[src/hw/rtl/assert_macros.svh]
// Assertion macros used by the core RTL file of the clock-to-epoch converter.
// Every macro expects clk and the active-low async reset arst_n in scope.
`ifndef ASSERT_MACROS_SVH
`define ASSERT_MACROS_SVH

// Property checked at every rising edge of clk, off while reset is asserted.
`define RTE_ASSERT(lbl, prop, msg) \
	lbl: assert property (@(posedge clk) disable iff (!arst_n) (prop)) else $error(msg);

// Condition that must never be true at a rising edge of clk outside reset.
`define RTE_ASSERT_NEVER(lbl, cond, msg) \
	lbl: assert property (@(posedge clk) disable iff (!arst_n) !(cond)) else $error(msg);

`endif

[src/hw/rtl/rte_pkg.sv]
// Shared types and constants of the clock-to-epoch converter.
// No dependencies; imported by rte_decode and the top level.
package rte_pkg;

	// Clock register bytes: seconds, minutes, hours, day, month, year
	localparam int unsigned NUM_FIELDS = 6;
	localparam int unsigned FLD_SEC    = 0;
	localparam int unsigned FLD_MIN    = 1;
	localparam int unsigned FLD_HOUR   = 2;
	localparam int unsigned FLD_DAY    = 3;
	localparam int unsigned FLD_MON    = 4;
	localparam int unsigned FLD_YEAR   = 5;

	typedef logic [NUM_FIELDS-1:0][7:0] bytes_t;

	// Year windowing: two-digit years below 70 belong to the 2000s
	localparam logic [7:0]  EPOCH_YY      = 8'd70;
	localparam logic [11:0] CENTURY_BASE  = 12'd1900;
	localparam logic [11:0] CENTURY_NEXT  = 12'd2000;
	localparam logic [11:0] CENTURY_AFTER = 12'd2100;

	// Month rotation: January and February move to the end of the prior year
	localparam logic [7:0] LAST_SHIFTED_MON = 8'd2;
	localparam logic [7:0] MON_WRAP_ADD     = 8'd10;
	localparam logic [7:0] MON_SHIFT_SUB    = 8'd2;

	// Gauss day count
	localparam logic [8:0]  MONTH_MUL     = 9'd367;
	localparam logic [8:0]  DAYS_PER_YEAR = 9'd365;
	localparam logic [31:0] DAY_OFFSET    = 32'd719499;
	// Reciprocal of 3 in 0.17 fixed point, exact for dividends below 2^17
	localparam logic [15:0] RECIP3        = 16'd43691;
	localparam int unsigned RECIP3_SHIFT  = 17;

	// Centuries and 400-year cycles of the years that can occur (1969 to 2155)
	localparam logic [4:0] CENT_19 = 5'd19;
	localparam logic [4:0] CENT_20 = 5'd20;
	localparam logic [4:0] CENT_21 = 5'd21;
	localparam logic [2:0] QUAD_4  = 3'd4;
	localparam logic [2:0] QUAD_5  = 3'd5;

	// Time of day
	localparam logic [11:0] SEC_PER_HOUR = 12'd3600;
	localparam logic [5:0]  SEC_PER_MIN  = 6'd60;
	localparam logic [16:0] SEC_PER_DAY  = 17'd86400;

endpackage

[src/hw/rtl/rte_decode.sv]
// Decodes the clock register bytes from BCD or passes them as binary.
// Depends on rte_pkg for the byte bundle type.
module rte_decode (
	input  logic           bcd_mode,
	input  rte_pkg::bytes_t raw,
	output rte_pkg::bytes_t dec
);
	import rte_pkg::*;

	// High nibble times ten plus low nibble; nibbles above 9 weigh as they stand
	always_comb begin
		for (int i = 0; i < NUM_FIELDS; i++) begin
			if (bcd_mode) begin
				dec[i] = {1'b0, raw[i][7:4], 3'b000} + {3'b000, raw[i][7:4], 1'b0}
					+ {4'b0000, raw[i][3:0]};
			end else begin
				dec[i] = raw[i];
			end
		end
	end

endmodule

[src/hw/rtl/rtc_calendar_to_epoch_seconds_core.sv]
// Channel | dir | handshake          | payload
// in      | in  | in_valid/in_stall  | raw_seconds .. raw_year, 8 bits each
// out     | out | out_valid/out_stall| epoch_seconds, 32 bits
// cfg     | in  | wr_en              | wr_data -> bcd_mode
//
// Six register stages; one item per cycle while out is not stalled.
// Each stage moves when it is empty or the stage after it moves, so bubbles
// are squeezed out and a stall on out only halts the stages that are full.
// Reset empties the pipeline and sets BCD mode.
// Depends on rte_pkg, rte_decode and assert_macros.svh.
`include "assert_macros.svh"

module rtc_calendar_to_epoch_seconds_core (
	input  logic        clk,
	input  logic        arst_n,
	input  logic        wr_en,
	input  logic        wr_data,
	input  logic        in_valid,
	output logic        in_stall,
	input  logic [7:0]  raw_seconds,
	input  logic [7:0]  raw_minutes,
	input  logic [7:0]  raw_hours,
	input  logic [7:0]  raw_day,
	input  logic [7:0]  raw_month,
	input  logic [7:0]  raw_year,
	output logic        out_valid,
	input  logic        out_stall,
	output logic [31:0] epoch_seconds
);
	import rte_pkg::*;

	logic bcd_mode_q;

	// valid bits and stage enables
	logic v_s1, v_s2, v_s3, v_s4, v_s5, v_s6;
	logic en1, en2, en3, en4, en5, en6;

	bytes_t raw_in, dec_d;

	// stage 1: decoded bytes
	bytes_t dec_s1;
	// stage 2: rotated year and month
	logic [11:0] year_s2;
	logic [7:0]  mon_s2, day_s2, hour_s2, min_s2, sec_s2;
	// stage 3: products and leap count
	logic [14:0] mq_s3;
	logic [19:0] ydays_s3;
	logic [9:0]  leap_s3;
	logic [7:0]  day_s3;
	logic [19:0] hms_s3;
	// stage 4: month days and partial day count
	logic [12:0] mdays_s4;
	logic [31:0] base_s4;
	logic [19:0] hms_s4;
	// stage 5: day count
	logic [31:0] days_s5;
	logic [19:0] hms_s5;
	// stage 6: result
	logic [31:0] epoch_s6;

	// combinational stage inputs
	logic        early_mon, next_cent;
	logic [11:0] year_d;
	logic [7:0]  mon_d;
	logic [16:0] mprod_d;
	logic [4:0]  cent_d;
	logic [2:0]  quad_d;
	logic [9:0]  leap_d;
	logic [19:0] hms_d;
	logic [30:0] mrecip_d;

	// configuration register
	always_ff @(posedge clk or negedge arst_n) begin
		if (!arst_n) begin
			bcd_mode_q <= 1'b1;
		end else if (wr_en) begin
			bcd_mode_q <= wr_data;
		end
	end

	// a stage loads when it is empty or its contents move on
	assign en6 = !v_s6 || !out_stall;
	assign en5 = !v_s5 || en6;
	assign en4 = !v_s4 || en5;
	assign en3 = !v_s3 || en4;
	assign en2 = !v_s2 || en3;
	assign en1 = !v_s1 || en2;
	assign in_stall = !en1;

	always_ff @(posedge clk or negedge arst_n) begin
		if (!arst_n) begin
			v_s1 <= 1'b0;
			v_s2 <= 1'b0;
			v_s3 <= 1'b0;
			v_s4 <= 1'b0;
			v_s5 <= 1'b0;
			v_s6 <= 1'b0;
		end else begin
			if (en1) v_s1 <= in_valid;
			if (en2) v_s2 <= v_s1;
			if (en3) v_s3 <= v_s2;
			if (en4) v_s4 <= v_s3;
			if (en5) v_s5 <= v_s4;
			if (en6) v_s6 <= v_s5;
		end
	end

	// stage 1: BCD decode or binary pass-through
	always_comb begin
		raw_in[FLD_SEC]  = raw_seconds;
		raw_in[FLD_MIN]  = raw_minutes;
		raw_in[FLD_HOUR] = raw_hours;
		raw_in[FLD_DAY]  = raw_day;
		raw_in[FLD_MON]  = raw_month;
		raw_in[FLD_YEAR] = raw_year;
	end

	rte_decode u_decode (
		.bcd_mode (bcd_mode_q),
		.raw      (raw_in),
		.dec      (dec_d)
	);

	// stage 2: century window and month rotation
	always_comb begin
		early_mon = dec_s1[FLD_MON] <= LAST_SHIFTED_MON;
		year_d = {4'b0000, dec_s1[FLD_YEAR]}
			+ ((dec_s1[FLD_YEAR] < EPOCH_YY) ? CENTURY_NEXT : CENTURY_BASE)
			- {11'd0, early_mon};
		mon_d = early_mon ? (dec_s1[FLD_MON] + MON_WRAP_ADD)
			: (dec_s1[FLD_MON] - MON_SHIFT_SUB);
	end

	// stage 3: 367*M, 365*Y, leap days and time of day
	always_comb begin
		mprod_d   = 17'(mon_s2) * 17'(MONTH_MUL);
		next_cent = year_s2 >= CENTURY_NEXT;
		// years stay within 1969 to 2155, so Y/100 and Y/400 are range checks
		if (year_s2 >= CENTURY_AFTER) begin
			cent_d = CENT_21;
		end else if (next_cent) begin
			cent_d = CENT_20;
		end else begin
			cent_d = CENT_19;
		end
		quad_d = next_cent ? QUAD_5 : QUAD_4;
		leap_d = year_s2[11:2] - 10'(cent_d) + 10'(quad_d);
		hms_d  = 20'(hour_s2) * 20'(SEC_PER_HOUR) + 20'(min_s2) * 20'(SEC_PER_MIN)
			+ 20'(sec_s2);
	end

	// stage 4: divide (367*M)/4 by 3 through the reciprocal
	assign mrecip_d = 31'(mq_s3) * 31'(RECIP3);

	always_ff @(posedge clk) begin
		if (en1) begin
			dec_s1 <= dec_d;
		end
		if (en2) begin
			year_s2 <= year_d;
			mon_s2  <= mon_d;
			day_s2  <= dec_s1[FLD_DAY];
			hour_s2 <= dec_s1[FLD_HOUR];
			min_s2  <= dec_s1[FLD_MIN];
			sec_s2  <= dec_s1[FLD_SEC];
		end
		if (en3) begin
			mq_s3    <= mprod_d[16:2];
			ydays_s3 <= 20'(year_s2) * 20'(DAYS_PER_YEAR);
			leap_s3  <= leap_d;
			day_s3   <= day_s2;
			hms_s3   <= hms_d;
		end
		if (en4) begin
			mdays_s4 <= mrecip_d[RECIP3_SHIFT +: 13];
			base_s4  <= 32'(ydays_s3) + 32'(leap_s3) + 32'(day_s3) - DAY_OFFSET;
			hms_s4   <= hms_s3;
		end
		if (en5) begin
			days_s5 <= base_s4 + 32'(mdays_s4);
			hms_s5  <= hms_s4;
		end
		// stage 6: scale days to seconds, wrapping modulo 2^32
		if (en6) begin
			epoch_s6 <= days_s5 * 32'(SEC_PER_DAY) + 32'(hms_s5);
		end
	end

	assign out_valid     = v_s6;
	assign epoch_seconds = epoch_s6;

	// input back-pressure only arises from a full pipeline held at the output
	`RTE_ASSERT(a_stall_from_out, in_stall |-> (out_valid && out_stall), "in_stall without held output")
	// an item in the last stage before the output moves on when out is free
	`RTE_ASSERT(a_s5_advance, (v_s5 && !out_stall) |=> out_valid, "stage 5 item lost")
	// an empty output register never holds off the input
	`RTE_ASSERT_NEVER(a_no_idle_stall, in_stall && !v_s6, "stall with empty output stage")

endmodule
[config.mk]
export PLATFORM = sky130hd
export DESIGN_NAME = rtc_calendar_to_epoch_seconds_core
export DESIGN_NICKNAME = d
export VERILOG_FILES = /design/src/hw/rtl/rte_pkg.sv /design/src/hw/rtl/rte_decode.sv /design/src/hw/rtl/rtc_calendar_to_epoch_seconds_core.sv
export VERILOG_INCLUDE_DIRS = /design/src /design/src/hw/rtl
export SDC_FILE = /design/constraint.sdc
export NUM_CORES = 1
export LEC_CHECK = 0
export ABC_CLOCK_PERIOD_IN_PS = 7900
export BUFFER_PORTS_ARGS = -buffer_cell sky130_fd_sc_hd__buf_2
export CORE_ASPECT_RATIO = 1.5
export CORE_UTILIZATION = 30
export CTS_CLUSTER_SIZE = 28
export DETAILED_ROUTE_END_ITERATION = 8
export PLACE_DENSITY = 0.47
export SKIP_LAST_GASP = 1
export SYNTH_ARGS = -nofsm -noshare
export SYNTH_HDL_FRONTEND = slang
export SYNTH_HIERARCHICAL = 1
export SYNTH_SLANG_ARGS = --single-unit
[constraint.sdc]
create_clock -name clk -period 7.9 [get_ports clk]
set_input_delay 0.79 -clock clk [delete_from_list [all_inputs] [get_ports clk]]
set_output_delay 0.79 -clock clk [all_outputs]
set_load 0.01 [all_outputs]
==> flow_summary.ini, run 1 <==
[detailed_routing]
met2RoutedLength_um = 26900
average_vias_per_placed_instance = 4.46
wl_per_cell_um = 13.8
routed_wl_um = 50800
detailroute.wirelength.met3_um = 1270
detail_route.drc_violations = 0
top_layer_used_by_detailed_routing = met4
routed_via_count = 16400
drt.antenna.violating_nets = 0
drt_iter0_drc = 497
drt_first_pass_iters = 4
met1_length_um = 20900

[timing]
final.min_clock_period_ns = 5.95
max_freq_ghz = 0.168
maxSlewHeadroom_pct = 30.5
rsz0062_at_grt = false
timing.clock.skew_ns = 0.0152
tightest_slew_ns = 1.03
fin_worst_hold_slack_ns = 0.0604
finalSetupViolations = 0
slew_viol_final = 0
hold_violations = 0
final_period_utilization_pct = 75.3
setup_tns_after_final_layout_ns = 0

[final_layout]
multi_input_comb_area_um2 = 16000
area_growth_pct = 10.9
layout_common_cells = sky130_fd_sc_hd__inv_1, sky130_fd_sc_hd__ha_1, sky130_fd_sc_hd__edfxtp_1
insertedDiodeCount = 0
stdcell_area_um2 = 30300
mostFrequentLayoutCell = sky130_fd_sc_hd__inv_1
ff_latch_area_um2 = 9370
fillCellCount = 9113
layout.nets = 3216
ratio_of_cells_with_drive_above_1_in_the_final_layout_pct = 8.36
layoutNonFillerInstCount = 3676

[synth]
post_synth_instance_area_um2 = 27300
yosysUniqueCellTypes = 86
synth_edf_count = 306
syn_avg_cell_area_um2 = 11.5
synth_cells = 2374
ys_seq_elements = 313
share_of_synthesized_area_occupied_by_flip_flops_and_latches_pct = 34.3
dominantRegCellSynth = sky130_fd_sc_hd__edfxtp_1
synth_warnings = 6
ys_async_sr_fraction_pct = 2.24
syn_nets = 3102

[global_route]
grt_use_total_pct = 11.4
overflow = 0
grt_start_max_net_pins = 74
first_global_vias = 17900
grt_pass1_wl_um = 85200
antenna_found_initial = 0

[floorplan]
core-area_um2 = 90200
num_io_pins = 88
die_width_um = 248
die-height_um = 371
initial_util_pct = 30.3
fp.dieArea_um2 = 92200
floorplan.rows = 135

[worst_setup_path]
worst-setup-path-type = reg2reg
critical_path.endpoint_type = register
cpPeakStageDelay_ns = 0.55
crit_chain = ha_1 > inv_1 > fa_1 > inv_1 > fa_1 > fa_1 > inv_1 > fa_1 > fa_1 > inv_1 > ha_1 > a2111o_1 > nand2b_1 > o311ai_2 > a31oi_1 > a211oi_2 > o21bai_1 > a21oi_1 > xnor2_1
slowest_stage_cell_crit_path = sky130_fd_sc_hd__fa_1
data_required_time_of_the_critical_path_ns = 8.19
crit_top_cell = sky130_fd_sc_hd__fa_1
start_kind = register
worst-endpoint-arrival_ns = 6.25
cp_max_fo = 3
register_to_register_setup_slack_ns = 1.95

[clock_tree]
cts_tree = yes
cts_hold_buf = 0
clockBufferDepth = 3
post_cts_buffers = 0
cts_max_level = 2
clock_latency_ns = 0.55
clkTransAtPathRegs_ns = 0.06
ctsResizeCount = 0
numCtsBuffers = 38
clk_root_buffer_cell = sky130_fd_sc_hd__clkbuf_16
cts_sinks = 313

[placement]
place.detailed.instances = 3612
place_congestion = 0.838
dp.final_hpwl_um = 42800
postPlaceCellArea_um2 = 29100
port-buffer-count = 87

[run_status]
status = completed

[job]
max_cap_violations = 0

[worst_hold_path]
hp-class = in2async
flip-flops by register name (all words and copies together), names as in the netlist, 10 cells and up:
| register | flops |
|---|---|
| hms_s5 | 20 |
| mq_s3 | 15 |
| hms_s3 | 20 |
| year_s2 | 12 |
| mdays_s4 | 13 |
| days_s5 | 25 |
| hms_s4 | 20 |
| ydays_s3 | 20 |
| leap_s3 | 10 |
| epoch_seconds | 32 |
| dec_s1 | 48 |
| base_s4 | 23 |
critical path, delay by kind of cell, from the launching register on:
family                     cells  cell delay [ns]
adders and majority gates      7             3.16
and+or+nand+nor                1             0.16
buffers and inverters          4             0.26
AOI/OAI and AO/OA              6             1.57
xor gates and xnor gates       1             0.08
DFF                            1             0.45
final cells by class:
| class | count | area share (%) |
|---|---|---|
| Clock buffer | 44 | 3.32 |
| Clock inverter | 20 | 0.483 |
| Inverter | 487 | 6.04 |
| Multi-Input combinational cell | 1555 | 52.8 |
| Sequential cell | 313 | 30.9 |
| Tap cell | 1164 | 4.81 |
| Timing Repair Buffer | 93 | 1.59 |
synthesized netlist by cell type, types with 4 or more instances:
library cell | count | area [µm²]
sky130_fd_sc_hd__nand4b_1 | 8 | 70.1
sky130_fd_sc_hd__or2_2 | 9 | 56.3
sky130_fd_sc_hd__nor3_1 | 26 | 130
sky130_fd_sc_hd__a211oi_1 | 8 | 60.1
sky130_fd_sc_hd__o2111ai_1 | 11 | 96.3
sky130_fd_sc_hd__o311a_1 | 12 | 120
sky130_fd_sc_hd__or3_1 | 10 | 62.6
sky130_fd_sc_hd__mux2_2 | 13 | 146
sky130_fd_sc_hd__a21o_1 | 38 | 285
sky130_fd_sc_hd__xor2_1 | 50 | 438
sky130_fd_sc_hd__nor2b_1 | 35 | 219
sky130_fd_sc_hd__or4_1 | 5 | 37.5
sky130_fd_sc_hd__a21boi_0 | 6 | 45.0
sky130_fd_sc_hd__ha_1 | 455 | 5690
sky130_fd_sc_hd__nand3_1 | 36 | 180
sky130_fd_sc_hd__nor3b_1 | 7 | 52.6
sky130_fd_sc_hd__o211ai_1 | 8 | 60.1
sky130_fd_sc_hd__nand4_1 | 4 | 25.0
sky130_fd_sc_hd__nand2_1 | 68 | 255
sky130_fd_sc_hd__o21a_1 | 10 | 75.1
sky130_fd_sc_hd__o21ai_1 | 8 | 40.0
sky130_fd_sc_hd__nand2b_1 | 35 | 219
sky130_fd_sc_hd__and3_1 | 18 | 113
sky130_fd_sc_hd__a21oi_1 | 101 | 505
sky130_fd_sc_hd__o21ai_0 | 48 | 240
sky130_fd_sc_hd__buf_4 | 7 | 52.6
sky130_fd_sc_hd__nor2_1 | 72 | 270
sky130_fd_sc_hd__nand3b_1 | 8 | 60.1
sky130_fd_sc_hd__inv_1 | 486 | 1820
sky130_fd_sc_hd__edfxtp_1 | 306 | 9190
sky130_fd_sc_hd__dfrtp_1 | 6 | 150
sky130_fd_sc_hd__fa_1 | 219 | 4380
sky130_fd_sc_hd__buf_2 | 8 | 40.0
sky130_fd_sc_hd__o31ai_1 | 5 | 37.5
sky130_fd_sc_hd__nor4bb_1 | 6 | 60.1
sky130_fd_sc_hd__o21bai_1 | 15 | 113
sky130_fd_sc_hd__xnor2_1 | 133 | 1160
sky130_fd_sc_hd__a31oi_1 | 10 | 62.6
metal layers:
layer / up-vias / global-route usage (%)
li1: 8304 / -
met1: 7831 / 12.5
met2: 178 / 21.8
met3: 87 / 1.50
met4: 0 / 4.36
met5: - / 0
cell families (layout without fill, tap and decap cells):
kind of cell / Yosys count / in the layout / share of synthesized area [%]
muxes: 14 / 14 / 0.573
DFF: 313 / 313 / 34.3
AOI/OAI and AO/OA: 313 / 313 / 7.65
xor gates and xnor gates: 184 / 184 / 5.93
adders and majority gates: 674 / 674 / 36.9
buffers and inverters: 506 / 644 / 7.12
and+or+nand+nor: 370 / 370 / 7.50
metrics by stage:
step / setup slack, ns / util, %
6_report: 1.95 / 33.6
5_1_grt: 1.67 / 33.6
3_5_place_dp: 1.87 / 32.3
4_1_cts: 1.86 / 33.6
3_3_place_gp: 1.94 / 32.3
2_1_floorplan: 2.37 / -
final timing paths:
path / from / endpoint / cells after the start
setup / recovery: mq_s3[11] / mdays_s4[12] / 19
hold / removal: arst_n / v_s1 / 1
setup reg to reg: mq_s3[11] / mdays_s4[12] / 19
hold reg to reg: hms_s4[7] / hms_s5[7] / 0
max in group asynchronous: arst_n / bcd_mode_q / 1
min in group clk: raw_seconds[0] / dec_s1[0] / 1
Power of run 1 is not shown: default switching activity piles up to over one toggle a cycle in this logic, so the estimate is an artifact.
==> run 2, diff against run 1 <==
- ABC_CLOCK_PERIOD_IN_PS: 7900 -> 5200
- PLACE_DENSITY: 0.47 -> 0.49
- clock period: 7.9 -> 5.2 ns (I/O delays scaled with it)
==> run 2 against run 1 <==
  * The run now ends with setup timing left
  * Via count is 3.6% higher
  * Setup slack worse by 2.2 ns
  * Worst hold slack better by 0.086 ns
  * Final area is 4.7% higher
  * Global-route usage hardly changed
  * First-iteration DRC count is 17% lower
  * Register-to-register slack worse by 2.2 ns
  * Maximum frequency is 9.1% higher
  * Non-clock buffer count is 107 higher
==> flow_summary.ini, run 2 (synthesized netlist as in run 1, its figures left out) <==
[run_status]
status = finished, violations left
violations_in_the_final_reports = setup timing

[floorplan]
core-area_um2 = 90200
die-height_um = 371
die_width_um = 248
floorplan.rows = 135
fp.dieArea_um2 = 92200
initial_util_pct = 30.3
num_io_pins = 88

[worst_setup_path]
data_required_time_of_the_critical_path_ns = 5.49
r2r.worst_path.cells = 17
critical_path.startpoint = mq_s3[11]
worst-endpoint-arrival_ns = 5.75
regToRegStartpoint = mq_s3[11]
critical_path.endpoint_type = register
worst-setup-path-type = reg2reg
rr_endpoint = mdays_s4[12]
cp_max_fo = 2
register_to_register_setup_slack_ns = -0.26
start_kind = register

[global_route]
first_global_vias = 18500
grt_use_total_pct = 11.4
antenna_found_initial = 0
grt_start_max_net_pins = 59
overflow = 0
grt_pass1_wl_um = 85800

[detailed_routing]
average_vias_per_placed_instance = 4.49
drt.antenna.violating_nets = 0
detail_route.drc_violations = 0
wl_per_cell_um = 13.7
drt_iter0_drc = 411
drt_first_pass_iters = 4
routed_via_count = 17000
routed_wl_um = 51800

[timing]
rsz0062_at_grt = true
maxSlewHeadroom_pct = 29.0
slew_viol_final = 0
max_freq_ghz = 0.183
final.min_clock_period_ns = 5.46
tightest_slew_ns = 1.07
worst_slack_ns = -0.257
finalSetupViolations = 10
final_period_utilization_pct = 105
hold_violations = 0
timing.clock.skew_ns = 0.0121

[final_layout]
insertedDiodeCount = 0
layout.nets = 3322
largest-register = dec_s1
mostFrequentLayoutCell = sky130_fd_sc_hd__inv_1
multi_input_comb_area_um2 = 16400
layout_common_cells = sky130_fd_sc_hd__inv_1, sky130_fd_sc_hd__ha_1, sky130_fd_sc_hd__edfxtp_1
ratio_of_cells_with_drive_above_1_in_the_final_layout_pct = 14.8
ff_latch_area_um2 = 9370
fillCellCount = 9065
util_after_layout_pct = 35.1
area_growth_pct = 16.1
largest_reg_flops = 48

[worst_hold_path]
hp-class = in2reg
min_delay_path_depth = 1
worst_hold_startpoint = raw_month[0]
timing.hold.worst_endpoint = dec_s1[32]

[placement]
dp.final_hpwl_um = 43500
place_congestion = 0.843
port-buffer-count = 87

[clock_tree]
cts_max_level = 2
clock_latency_ns = 0.55
cts_sinks = 313
clkTransAtPathRegs_ns = 0.06
numCtsBuffers = 37
clk_root_buffer_cell = sky130_fd_sc_hd__clkbuf_16
cts_tree = yes
clockBufferDepth = 3

[job]
max_cap_violations = 0
## run 2: changes by cell type in the layout (fill, tap and decap cells not counted), moves of 7 or more
cell and delta:
sky130_fd_sc_hd__buf_4 +101, sky130_fd_sc_hd__ha_1 -17, sky130_fd_sc_hd__ha_4 +14, sky130_fd_sc_hd__a21oi_1 -13, sky130_fd_sc_hd__a21oi_2 +13, sky130_fd_sc_hd__fa_1 -7
sky130_fd_sc_hd__fa_2 +7
## run 2: final cells by class
cell class | instances | share of cell area, %
multi-input combinational | 1555 | 51.8
tap | 1164 | 4.59
inverter | 487 | 5.78
sequential | 313 | 29.5
clock buffer | 43 | 3.16
clock inverter | 24 | 0.963
timing repair buffer | 200 | 4.12
## run 2: routing by layer
metal | up-vias | routed length, µm | track usage, %
met1 | 8191 | 21000 | 12.3
li1 | 8509 | - | -
met4 | 0 | 1570 | 3.89
met5 | - | 0 | 0
met3 | 86 | 1260 | 1.42
met2 | 202 | 28000 | 22.4
## run 2: repair_timing
| item | in CTS | in global routing |
|---|---|---|
| hold buffers | 1 | 0 |
| resized for setup | 10 | 67 |
| endpoints found under the setup margin | 16 | 27 |
| pin swaps | 15 | 33 |
| hold endpoints to repair | 7 | 0 |
| buffers inserted | 6 | 20 |
## run 2: worst max-delay path by stage
| stage | endpoint | slack, ns | depth (start not counted) |
|---|---|---|---|
| 6_report | mdays_s4[12] | -0.26 | 17 |
| 5_1_grt | mdays_s4[12] | -0.42 | 18 |
| 4_1_cts | mdays_s4[12] | -0.29 | 17 |
| 3_5_place_dp | mdays_s4[12] | -0.43 | 17 |
| 3_3_place_gp | mdays_s4[12] | -0.34 | 19 |
| 2_1_floorplan | mdays_s4[12] | -0.13 | 19 |
## run 2: critical path: stages (launching register included)
cell	delay, ns
sky130_fd_sc_hd__edfxtp_1	0.43
sky130_fd_sc_hd__ha_4	0.31
sky130_fd_sc_hd__inv_4	0.04
sky130_fd_sc_hd__fa_1	0.59
sky130_fd_sc_hd__fa_1	0.46
sky130_fd_sc_hd__fa_1	0.54
sky130_fd_sc_hd__inv_2	0.04
sky130_fd_sc_hd__fa_1	0.55
sky130_fd_sc_hd__fa_2	0.46
sky130_fd_sc_hd__ha_4	0.18
sky130_fd_sc_hd__a2111o_1	0.38
sky130_fd_sc_hd__nand2b_4	0.16
sky130_fd_sc_hd__o311ai_4	0.28
sky130_fd_sc_hd__a31oi_4	0.15
sky130_fd_sc_hd__a211oi_2	0.24
sky130_fd_sc_hd__o21bai_1	0.12
sky130_fd_sc_hd__a21oi_1	0.19
sky130_fd_sc_hd__xnor2_1	0.08
## run 2: through the flow
| stage | std cells | worst slack (ns) | setup TNS (ns) | cell area, µm² | hold WS [ns] |
|---|---|---|---|---|---|
| finish | 3786 | -0.257 | -1.14 | 31700 | 0.147 |
| global route | 3786 | -0.421 | -2.81 | 31700 | 0.123 |
| CTS | 3766 | -0.293 | -1.56 | 31200 | 0.106 |
| detailed placement | 3692 | -0.427 | -2.66 | 29800 | 0.365 |
| global placement | 3692 | -0.340 | -1.70 | 29800 | 0.357 |
| floorplan | 2374 | -0.132 | -0.183 | 27300 | 0.224 |
Power of run 2 is left out for the same reason.
==> run 3, diff against run 2 <==
- BUFFER_PORTS_ARGS: -buffer_cell sky130_fd_sc_hd__buf_2 -> -buffer_cell sky130_fd_sc_hd__buf_4
==> run 3 against run 2 <==
  * The flow still finishes with violations (setup timing)
  * Worst hold slack better by 0.0044 ns
  * Die area stayed put
  * Global-route usage hardly changed
  * Critical path type unchanged
  * Highest routed layer unchanged
==> flow_summary.ini, run 3 (synthesized netlist as in run 1, its figures left out) <==
[global_route]
grt_use_total_pct = 11.5
grt_start_max_net_pins = 59
first_global_vias = 18400
antenna_found_initial = 0
overflow = 0
grt_pass1_wl_um = 86200

[timing]
worst_slack_ns = -0.206
max_freq_ghz = 0.185
finalSetupViolations = 9
final_period_utilization_pct = 104
tightest_slew_ns = 1.08
rsz0062_at_grt = true
final.min_clock_period_ns = 5.41
hold_violations = 0
timing.clock.skew_ns = 0.0227
maxSlewHeadroom_pct = 27.8
slew_viol_final = 0

[placement]
dp_worst_setup_slack_ns = -0.364
place.detailed.instances = 3690
postPlaceCellArea_um2 = 30000
port-buffer-count = 87
dp.final_hpwl_um = 43100
place_congestion = 0.828

[final_layout]
mostFrequentLayoutCell = sky130_fd_sc_hd__inv_1
layout_common_cells = sky130_fd_sc_hd__inv_1, sky130_fd_sc_hd__ha_1, sky130_fd_sc_hd__edfxtp_1
largest-register = dec_s1
stdcell_area_um2 = 31800
ratio_of_cells_with_drive_above_1_in_the_final_layout_pct = 14.4
layoutNonFillerInstCount = 3781
area_growth_pct = 16.4
fillCellCount = 8962
largest_reg_flops = 48
insertedDiodeCount = 0
layout.nets = 3317
util_after_layout_pct = 35.2

[run_status]
violations_in_the_final_reports = setup timing
status = finished, violations left

[clock_tree]
numCtsBuffers = 37
cts_sinks = 313
clk_root_buffer_cell = sky130_fd_sc_hd__clkbuf_16
clockBufferDepth = 3
clock_latency_ns = 0.56
cts_tree = yes
clkTransAtPathRegs_ns = 0.06
cts_max_level = 2

[detailed_routing]
routed_wl_um = 51500
drt.antenna.violating_nets = 0
wl_per_cell_um = 13.6
detail_route.drc_violations = 0
routed_via_count = 16800
average_vias_per_placed_instance = 4.43
drt_iter0_drc = 399
drt_first_pass_iters = 4

[floorplan]
floorplan.rows = 135
die_width_um = 248
die-height_um = 371
core-area_um2 = 90200
initial_util_pct = 30.3
fp.dieArea_um2 = 92200
num_io_pins = 88

[worst_hold_path]
hp-class = in2reg
min_delay_path_depth = 1
worst_hold_startpoint = raw_year[0]
timing.hold.worst_endpoint = dec_s1[40]

[worst_setup_path]
r2r.worst_path.cells = 17
regToRegStartpoint = mq_s3[14]
worst-setup-path-type = reg2reg
register_to_register_setup_slack_ns = -0.21
data_required_time_of_the_critical_path_ns = 5.49
cp_max_fo = 3
start_kind = register
critical_path.endpoint_type = register
rr_endpoint = mdays_s4[11]
worst-endpoint-arrival_ns = 5.70

[job]
max_cap_violations = 0
## run 3: cell types whose count changed in the layout (fill, tap and decap cells not counted), moves of 3 or more
cell / delta
sky130_fd_sc_hd__clkinv_4: +3
sky130_fd_sc_hd__buf_2: -87
sky130_fd_sc_hd__clkinv_1: +3
sky130_fd_sc_hd__ha_4: -3
sky130_fd_sc_hd__o31ai_4: +3
sky130_fd_sc_hd__bufinv_16: -4
sky130_fd_sc_hd__o21ai_1: +4
sky130_fd_sc_hd__buf_4: +84
sky130_fd_sc_hd__inv_6: -3
sky130_fd_sc_hd__o21ai_2: -3
sky130_fd_sc_hd__ha_1: +3
## run 3: timing repair
item	in CTS	in global routing
hold buffers	1	0
hold endpoints to repair	7	0
buffers inserted	10	16
endpoints found under the setup margin	15	27
gates resized for setup	24	55
pin swaps	33	26
## run 3: worst max-delay path, cell delays in order, from the launching register on
cell,delay [ns]
sky130_fd_sc_hd__edfxtp_1,0.46
sky130_fd_sc_hd__ha_1,0.33
sky130_fd_sc_hd__inv_2,0.04
sky130_fd_sc_hd__fa_1,0.55
sky130_fd_sc_hd__fa_1,0.47
sky130_fd_sc_hd__fa_1,0.51
sky130_fd_sc_hd__inv_1,0.05
sky130_fd_sc_hd__fa_1,0.52
sky130_fd_sc_hd__fa_2,0.48
sky130_fd_sc_hd__ha_4,0.18
sky130_fd_sc_hd__a2111o_1,0.37
sky130_fd_sc_hd__nand2b_4,0.16
sky130_fd_sc_hd__o311ai_4,0.29
sky130_fd_sc_hd__a31oi_4,0.14
sky130_fd_sc_hd__a211oi_2,0.23
sky130_fd_sc_hd__o21bai_1,0.12
sky130_fd_sc_hd__buf_4,0.15
sky130_fd_sc_hd__xor2_1,0.13
## run 3: area by class of cell
type / count / area, µm² / share of cell area [%]
multi-input combinational: 1555 / 16500 / 51.8
timing repair buffer: 195 / 1480 / 4.65
inverter: 487 / 1830 / 5.75
clock inverter: 24 / 213 / 0.669
tap: 1164 / 1460 / 4.58
sequential: 313 / 9370 / 29.5
clock buffer: 43 / 970 / 3.05
## run 3: routing by layer
layer	vias to the layer above	wire length (µm)	track usage, %
met5	-	0	0
li1	8513	-	-
met2	187	28100	22.4
met4	0	1110	3.31
met3	67	1230	1.40
met1	8000	21000	12.6
## run 3: how the worst max path moves through the flow
stage / to / from / slack, ns
after floorplan: mdays_s4[12] / mq_s3[2] / -0.13
after global placement: mdays_s4[12] / mq_s3[14] / -0.33
after detailed placement: mdays_s4[12] / mq_s3[14] / -0.36
after CTS: mdays_s4[12] / mq_s3[9] / -0.24
after global routing: mdays_s4[12] / mq_s3[14] / -0.37
final: mdays_s4[11] / mq_s3[14] / -0.21
## run 3: through the flow
step	TNS, ns	hold WS [ns]
finish	-1.05	0.151
global route	-2.85	0.119
CTS	-0.954	0.109
detailed placement	-2.04	0.339
global placement	-1.65	0.335
floorplan	-0.183	0.224
Power of run 3 is left out for the same reason.
